<file path="src/sv/aips_pkg.sv">
// Shared types, codes and helpers for the alpha-in-RGB pixel swizzle unit.
// No dependencies; imported by every module of the block.
package aips_pkg;

  localparam int unsigned ChanW = 8;
  localparam int unsigned CfgAddrW = 2;
  localparam int unsigned CfgDataW = 8;
  localparam logic [ChanW-1:0] AlphaThreshRst = 8'd127;

  typedef enum logic [1:0] {
    FMT_6666 = 2'd0,
    FMT_7773 = 2'd1,
    FMT_8871 = 2'd2,
    FMT_PASS = 2'd3
  } fmt_t;

  typedef enum logic {
    DIR_ENCODE = 1'b0,
    DIR_DECODE = 1'b1
  } dir_t;

  typedef enum logic [CfgAddrW-1:0] {
    CFG_IDX_FORMAT = 2'd0,
    CFG_IDX_DIR    = 2'd1,
    CFG_IDX_THRESH = 2'd2,
    CFG_IDX_NONE   = 2'd3
  } cfg_idx_t;

  typedef struct packed {
    logic [ChanW-1:0] chan0_in;
    logic [ChanW-1:0] chan1_in;
    logic [ChanW-1:0] chan2_in;
    logic [ChanW-1:0] alpha_in;
  } pix_in_t;

  typedef struct packed {
    logic [ChanW-1:0] chan0_out;
    logic [ChanW-1:0] chan1_out;
    logic [ChanW-1:0] chan2_out;
    logic [ChanW-1:0] alpha_out;
  } pix_out_t;

  typedef struct packed {
    fmt_t             fmt;
    dir_t             dir;
    logic [ChanW-1:0] thresh;
  } cfg_t;

  // (levels*x + 127) / 255, levels <= 127: divide by 255 as shift plus one
  // correction step, remainder stays below twice the divisor.
  function automatic logic [6:0] scale_down(input logic [ChanW-1:0] x,
                                            input logic [6:0] levels);
    logic [14:0] y;
    logic [6:0]  q0;
    logic [8:0]  rem;
    y   = 15'(levels) * 15'(x) + 15'd127;
    q0  = y[14:8];
    rem = 9'(y[7:0]) + 9'(q0);
    return q0 + 7'(rem >= 9'd255);
  endfunction

endpackage

</file>
<file path="src/sv/aips_cfg_regs.sv">
// Configuration registers of the pixel swizzle unit.
// Depends on aips_pkg.
module aips_cfg_regs import aips_pkg::*; (
  input  logic                clk,
  input  logic                rst_n,
  input  logic                cfg_we,
  input  logic [CfgAddrW-1:0] cfg_addr,
  input  logic [CfgDataW-1:0] cfg_wdata,
  output cfg_t                cfg
);

  fmt_t             fmt_r;
  dir_t             dir_r;
  logic [ChanW-1:0] thresh_r;

  always_ff @(posedge clk) begin
    if (!rst_n) begin
      fmt_r    <= FMT_6666;
      dir_r    <= DIR_ENCODE;
      thresh_r <= AlphaThreshRst;
    end else if (cfg_we) begin
      unique case (cfg_idx_t'(cfg_addr))
        CFG_IDX_FORMAT: fmt_r    <= fmt_t'(cfg_wdata[1:0]);
        CFG_IDX_DIR:    dir_r    <= dir_t'(cfg_wdata[0]);
        CFG_IDX_THRESH: thresh_r <= cfg_wdata[ChanW-1:0];
        default: ;
      endcase
    end
  end

  assign cfg = '{fmt: fmt_r, dir: dir_r, thresh: thresh_r};

endmodule

</file>
<file path="src/sv/aips_recode.sv">
// Combinational pixel recoder: alpha packing into colour bits and back, or pass-through.
// Depends on aips_pkg (types, codes, scale_down).
module aips_recode import aips_pkg::*; (
  input  cfg_t     cfg,
  input  pix_in_t  pix_i,
  output pix_out_t pix_o
);

  logic [6:0] a6, a3, c0_6, c1_6, c2_6, c0_7, c1_7, c2_7;
  logic [ChanW-1:0] c0, c1, c2, a;

  assign c0 = pix_i.chan0_in;
  assign c1 = pix_i.chan1_in;
  assign c2 = pix_i.chan2_in;
  assign a  = pix_i.alpha_in;

  assign a6   = scale_down(a, 7'd63);
  assign a3   = scale_down(a, 7'd7);
  assign c0_6 = scale_down(c0, 7'd63);
  assign c1_6 = scale_down(c1, 7'd63);
  assign c2_6 = scale_down(c2, 7'd63);
  assign c0_7 = scale_down(c0, 7'd127);
  assign c1_7 = scale_down(c1, 7'd127);
  assign c2_7 = scale_down(c2, 7'd127);

  always_comb begin
    pix_o = '{chan0_out: c0, chan1_out: c1, chan2_out: c2, alpha_out: a};
    unique case (cfg.fmt)
      FMT_6666: begin
        if (cfg.dir == DIR_ENCODE) begin
          pix_o.chan0_out = {a6[1:0], c0_6[5:0]};
          pix_o.chan1_out = {a6[3:2], c1_6[5:0]};
          pix_o.chan2_out = {a6[5:4], c2_6[5:0]};
        end else begin
          pix_o.chan0_out = {c0[5:0], 2'b00};
          pix_o.chan1_out = {c1[5:0], 2'b00};
          pix_o.chan2_out = {c2[5:0], 2'b00};
          pix_o.alpha_out = {c2[7:6], c1[7:6], c0[7:6], 2'b00};
        end
      end
      FMT_7773: begin
        if (cfg.dir == DIR_ENCODE) begin
          pix_o.chan0_out = {a3[0], c0_7};
          pix_o.chan1_out = {a3[1], c1_7};
          pix_o.chan2_out = {a3[2], c2_7};
        end else begin
          pix_o.chan0_out = {c0[6:0], 1'b0};
          pix_o.chan1_out = {c1[6:0], 1'b0};
          pix_o.chan2_out = {c2[6:0], 1'b0};
          pix_o.alpha_out = {c2[7], c1[7], c0[7], 5'b00000};
        end
      end
      FMT_8871: begin
        if (cfg.dir == DIR_ENCODE) begin
          pix_o.chan2_out = {(a > cfg.thresh), c2_7};
        end else begin
          pix_o.chan2_out = {c2[6:0], 1'b0};
          pix_o.alpha_out = {ChanW{c2[7]}};
        end
      end
      FMT_PASS: ;
      default: ;
    endcase
  end

endmodule

</file>
<file path="src/sv/alpha_in_rgb_pixel_swizzle_unit.sv">
// Top level of the alpha-in-RGB pixel swizzle unit: input register, recoder,
// result register. Depends on aips_pkg, aips_cfg_regs, aips_recode.
//
//   channel  dir  handshake             word
//   in_      in   in_valid / in_ready   pix_in_t  in_data
//   out_     out  out_valid / out_ready pix_out_t out_data
//   cfg_     in   cfg_we                cfg_addr, cfg_wdata
//
// One word per cycle sustained while out_ready stays high; each word passes the input
// register, then the result register, with the recoder logic in between.
// Synchronous active-low reset empties both stages and loads register defaults.
// A stall on out_ready holds the result; the input stage still takes one more
// word while it is empty, and in_ready follows out_ready when both are full.
module alpha_in_rgb_pixel_swizzle_unit import aips_pkg::*; (
  input  logic                clk,
  input  logic                rst_n,
  input  logic                in_valid,
  output logic                in_ready,
  input  pix_in_t             in_data,
  output logic                out_valid,
  input  logic                out_ready,
  output pix_out_t            out_data,
  input  logic                cfg_we,
  input  logic [CfgAddrW-1:0] cfg_addr,
  input  logic [CfgDataW-1:0] cfg_wdata
);

  cfg_t     cfg;
  pix_in_t  in_word_r;
  logic     in_vld_r;
  pix_out_t res_nxt;
  pix_out_t out_word_r;
  logic     out_vld_r;
  logic     out_adv;

  aips_cfg_regs u_cfg (
    .clk       (clk),
    .rst_n     (rst_n),
    .cfg_we    (cfg_we),
    .cfg_addr  (cfg_addr),
    .cfg_wdata (cfg_wdata),
    .cfg       (cfg)
  );

  aips_recode u_recode (
    .cfg   (cfg),
    .pix_i (in_word_r),
    .pix_o (res_nxt)
  );

  assign out_adv  = !out_vld_r || out_ready;
  assign in_ready = !in_vld_r || out_adv;

  always_ff @(posedge clk) begin
    if (!rst_n) begin
      in_vld_r  <= 1'b0;
      out_vld_r <= 1'b0;
    end else begin
      if (in_ready) begin
        in_vld_r <= in_valid;
      end
      if (out_adv) begin
        out_vld_r <= in_vld_r;
      end
    end
  end

  always_ff @(posedge clk) begin
    if (in_ready && in_valid) begin
      in_word_r <= in_data;
    end
    if (out_adv && in_vld_r) begin
      out_word_r <= res_nxt;
    end
  end

  assign out_valid = out_vld_r;
  assign out_data  = out_word_r;

endmodule

</file>
<file path="config.mk">
export PLATFORM = sky130hd
export DESIGN_NAME = alpha_in_rgb_pixel_swizzle_unit
export DESIGN_NICKNAME = d
export VERILOG_FILES = /design/src/sv/aips_pkg.sv /design/src/sv/aips_cfg_regs.sv /design/src/sv/aips_recode.sv /design/src/sv/alpha_in_rgb_pixel_swizzle_unit.sv
export SDC_FILE = /design/constraint.sdc
export NUM_CORES = 1
export LEC_CHECK = 0
export ABC_AREA = 1
export BUFFER_PORTS_ARGS = -buffer_cell sky130_fd_sc_hd__buf_2
export CORE_ASPECT_RATIO = 0.6
export CORE_MARGIN = 10
export CORE_UTILIZATION = 50
export DETAILED_ROUTE_END_ITERATION = 12
export PLACE_DENSITY_LB_ADDON = 0.25
export SLEW_MARGIN = 20
export SYNTH_ARGS = -nofsm -noshare
export SYNTH_HDL_FRONTEND = slang
export SYNTH_SLANG_ARGS = --single-unit
</file>
<file path="constraint.sdc">
create_clock -name clk -period 9.6 [get_ports clk]
set_input_delay 0.48 -clock clk [delete_from_list [all_inputs] [get_ports clk]]
set_output_delay 0.48 -clock clk [all_outputs]
set_load 0.02 [all_outputs]
</file>
## Word level (Yosys, flattened, before mapping)

Cells that the tools add are included.

| word-level totals | value |
|---|---|
| register bits | 77 |
| bits of input ports | 47 |
| output and inout bits | 34 |

| cells by class | value |
|---|---|
| add/sub/neg operators | 24 |
| multiply operators | 8 |
| order comparisons | 9 |
| equality and inequality tests | 4 |
| mux-type cells | 8 |
| reduce and logical (&&, ||, !) cells | 11 |

Operator list:

| kind | number |
|---|---|
| $ge A9 B8 Y1 const B | 8 |
| $add A8 B7 Y9 | 7 |
| $add A14 B7 Y15 const B | 4 |
| $mul A6 B8 Y14 const A | 4 |
| $mux W24 | 2 |
| $pmux W16 S3 | 1 |
| $add A15 B7 Y15 const B | 3 |
| $mul A7 B8 Y15 const A | 3 |
| $mux W8 | 4 |
| $pmux W16 S2 | 1 |
| $add A6 B1 Y6 | 4 |
| $add A7 B1 Y7 | 3 |
| $add A11 B7 Y12 const B | 1 |
| $mul A3 B8 Y11 const A | 1 |
| $add A8 B4 Y9 | 1 |
| $gt A8 B8 Y1 | 1 |
| $reduce_and A2 Y1 | 3 |
| $eq A2 B1 Y1 const B | 2 |
| $eq A2 B2 Y1 const B | 2 |
| $logic_not A2 Y1 | 2 |
| $add A3 B1 Y3 | 1 |
| $logic_and A1 B1 Y1 | 2 |
| $logic_not A1 Y1 | 2 |
| $logic_or A1 B1 Y1 | 2 |

## Logic depth before layout (Yosys ltp)

| depth | value |
|---|---|
| depth after elaboration | 7 |
| depth in mapped cells | 43 |

## By module

Synthesis repeated with hierarchy kept, for this count alone.

| unflattened totals | value |
|---|---|
| cell total of the unflattened synthesis | 2185 |
| area, all modules | 16572.1 um2 |

Modules (own cells, without submodules):

| module | times used | cells an instance | area each (um2) |
|---|---|---|---|
| aips_recode | 1 | 2047 | 14073.5 |
| alpha_in_rgb_pixel_swizzle_unit | 1 | 77 | 2016.9 |
| aips_cfg_regs | 1 | 61 | 481.7 |

## Worst setup path after synthesis

Ideal clock, no wire load.

| path | value |
|---|---|
| path type | register -> register |
| from | reg in_word_r[17] (netlist bit) |
| to | reg out_word_r (netlist bit out_data[22]), data pin |
| library setup time | 0.257 ns |
| data arrival time | 6.118 ns |
| data required time | 9.343 ns |
| path slack | 3.225 ns |
| stages on the path, launching flop included | 36 |
| buffers on the path | 0 |
| path through | edfxtp_1 > inv_1 > fa_1 > fa_1 > inv_1 > fa_1 > inv_1 > fa_1 > inv_1 > ha_1 > nand3_1 > nand3_1 > a21oi_1 > o21ai_0 > xor2_1 > ha_1 > inv_1 > fa_1 > o31ai_1 > nand2_1 > inv_1 > o21ai_0 > a21boi_0 > nor2_1 > o21ai_0 > ha_1 > ha_1 > inv_1 > nor2_2 > nand2_1 > nor2_2 > nand2_1 > nand2_1 > nand3_1 > nand2_1 > nand2_1 |

RTL lines:

| element | line | text |
|---|---|---|
| from (decl) | alpha_in_rgb_pixel_swizzle_unit.sv:29 | `pix_in_t in_word_r;` |
| from (signal assigned) | alpha_in_rgb_pixel_swizzle_unit.sv:70 | `in_word_r <= in_data;` |
| to (signal assigned) | alpha_in_rgb_pixel_swizzle_unit.sv:73 | `out_word_r <= res_nxt;` |
| to (decl) | alpha_in_rgb_pixel_swizzle_unit.sv:32 | `pix_out_t out_word_r;` |

==> metrics.txt <==
run status complete, no violations; total number of vias 14,130; wire per inst about 18 um; Post-CTS Hold Buffers 0; synthesized area per cell 7.792 um^2; required time of the critical path 9.70 ns; CP Launch Type register; I/O pin count 81; max-slew violations 0; DR vias/cell 5.422; Synth Area in Compound Gates 0.1069; Routed WL 45,880 um; Max Root-Sink Buffers 2; Yosys top cell area share 0.2129; slowest cell delay on critical path 0.65 ns; Simple-Gate Fraction of Synth Area 0.1937; largest family of logic cells by synthesized area adder cells; row cnt 51; Area Overhead vs Synth 7.435%; Final min period 7.668 ns; Post-Syn Instances 2,097; Slew @ Worst Pin 0.7687 ns; post-synthesis xor/xnor area fraction 0.06371; Fillers a little over 3,000; largest net degree at the start of global routing 39; endpoints failing hold 0; gr usage total 0.2283; Die Height about 160 um; mux cell area share after synthesis 0; cell mode on critical path nand2_1; Post-Synth Adder-Cell Area 0.3942; fraction of layout cells with a size suffix above 1 0.08387; post-CTS sizing 0; drt initial violations 1,236; RSZ-0062 raised after global routing no; Final Skew 0.01466 ns; worst path bufs/invs 5; first-pass GRT wire length 73,970 um; max_cap viols 0; post-synth top area cell ha_1; final setup TNS 0 ns; Clock Sinks 77; Synth async-reset ratio 0; f_max roughly 130 MHz; H-tree depth 3; CTS tree yes; DP HPWL 39,660 um; PortBufs 80; Root Buffer clkbuf_16; number of synthesized flops with an enable pin 64; relative max-transition margin 0.4838; most frequent cells in the layout inv_1, nand2_1, ha_1; crit-path max FO 9; crit path capture type register; Setup Crit Path Kind reg -> reg; cell family with most CP delay adder cells; initial antenna violation count 1; Die W around 250 um; WP data arrival 7.77 ns; DRT Pass-1 Iters 6; synth warn 0; die area a little over 40,000 um^2; commonest non-fill, non-tap cell in the layout inv_1; Area contributors post-synth ha_1, fa_1, edfxtp_1; setup repair bufs after CTS 0; vias in the first global route 13,720; Setup Viol. Count Final 0; Critical-path top delay cell edfxtp_1; syn nets 2,570; DRC 0; core area 32,350 um^2; Placer Congestion 0.9733; Worst-path clk slew 0.08 ns; Num CTS Buffers 9; grt ovf 0; Synth Register Bits 77; Starting Density 0.5050; Cell variety after synth 56; Final ANT Viol Nets 0; # nets final 2,650; Worst-Skew Late Latency ~0.36 ns; Tcrit/Tclk final 0.7987; Cell Area, Synth 16,340 um^2; hold crit path type in -> reg; sequential fraction of the synthesis area 0.1335; dominant synthesized flop cell edfxtp_1
-- worst register-to-register path: cells and delay by family (launching register included) --
| kind | cells | cell delay, ns |
|---|---|---|
| AO/OA/AOI/OAI | 4 | 1.14 |
| flip-flops | 1 | 0.65 |
| AND/OR/NAND/NOR | 19 | 2.02 |
| XOR/XNOR | 2 | 0.42 |
| adder cells (fa/ha/maj) | 7 | 2.65 |
| buffers and inverters | 5 | 0.54 |
-- registers in the layout, indices dropped and copies added (netlist names) --
register / count
u_cfg.dir_r: 1
out_valid: 1
u_cfg.thresh_r: 8
in_word_r: 32
out_data: 32
in_vld_r: 1
u_cfg.fmt_r: 2
-- area by class of cell --
cell class / count / area, um^2 / area share
Clock inverter: 7 / 76.32 / 0.004348
Sequential cell: 77 / 2182 / 0.1243
Timing Repair Buffer: 87 / 452.9 / 0.02580
Clock buffer: 9 / 225.2 / 0.01283
Antenna cell: 1 / 2.502 / 0.0001426
Multi-Input combinational cell: 1555 / 12410 / 0.7068
Inverter: 447 / 1678 / 0.09558
Tap cell: 424 / 530.5 / 0.03022
-- final timing paths --
kind | startpoint | endpoint | slack, ns | depth (start not counted)
min | in_data[12] | in_word_r[12]$_DFFE_PP_ | 0.29 | 1
max reg2reg | in_word_r[9]$_DFFE_PP_ | out_data[14]$_DFFE_PP_ | 1.93 | 37
max | in_word_r[9]$_DFFE_PP_ | out_data[14]$_DFFE_PP_ | 1.93 | 37
min reg2reg | u_cfg.thresh_r[7]$_SDFFE_PN0P_ | u_cfg.thresh_r[7]$_SDFFE_PN0P_ | 0.48 | 2
-- synth_stat cells (6+ instances only) --
library cell,number
fa_1,148
a31oi_1,9
o21ai_1,16
o21bai_1,14
a21o_1,6
nor2_2,7
nor3_1,10
nand4_1,17
nor2_1,178
dfxtp_1,13
xor2_1,62
xor2_2,9
o21ai_0,73
nor2_4,7
o211ai_1,21
inv_1,439
xnor2_1,37
edfxtp_1,64
inv_2,6
nand2_1,331
clkbuf_1,12
ha_1,278
nand3_1,116
a21oi_1,121
nand2_2,26
-- metal layers --
metal / part of all wire / GRT usage / up-vias / routed length, um
met5: 0 / 0 / - / 0
met4: 0.016 / 0.04636 / 0 / 747
met3: 0.090 / 0.05398 / 44 / 4121
met2: 0.40 / 0.3196 / 514 / 18280
met1: 0.50 / 0.3454 / 6693 / 22730
li1: - / - / 6883 / -
-- cell families after synthesis --
group / Yosys count
buffers and inverters: 465
xor gates and xnor gates: 109
AOI/OAI and AO/OA: 301
adders and majority gates: 426
DFF: 77
and+or+nand+nor: 719
-- through the flow --
stage / instances / hold WS, ns / cell area (um^2) / setup WS (ns) / utilization
after global placement: 2590 / 0.4597 / 17250 / 2.102 / 0.5331
after floorplan: 2097 / 0.4354 / 16340 / 3.225 / -
final: 2607 / 0.2865 / 17550 / 1.932 / 0.5426
after CTS: 2606 / 0.2779 / 17550 / 1.969 / 0.5424
after global routing: 2607 / 0.2768 / 17550 / 1.260 / 0.5426
after detailed placement: 2590 / 0.4772 / 17250 / 1.984 / 0.5331
Power is not shown: default switching activity piles up to over one toggle a cycle in this logic, so the estimate is an artifact.
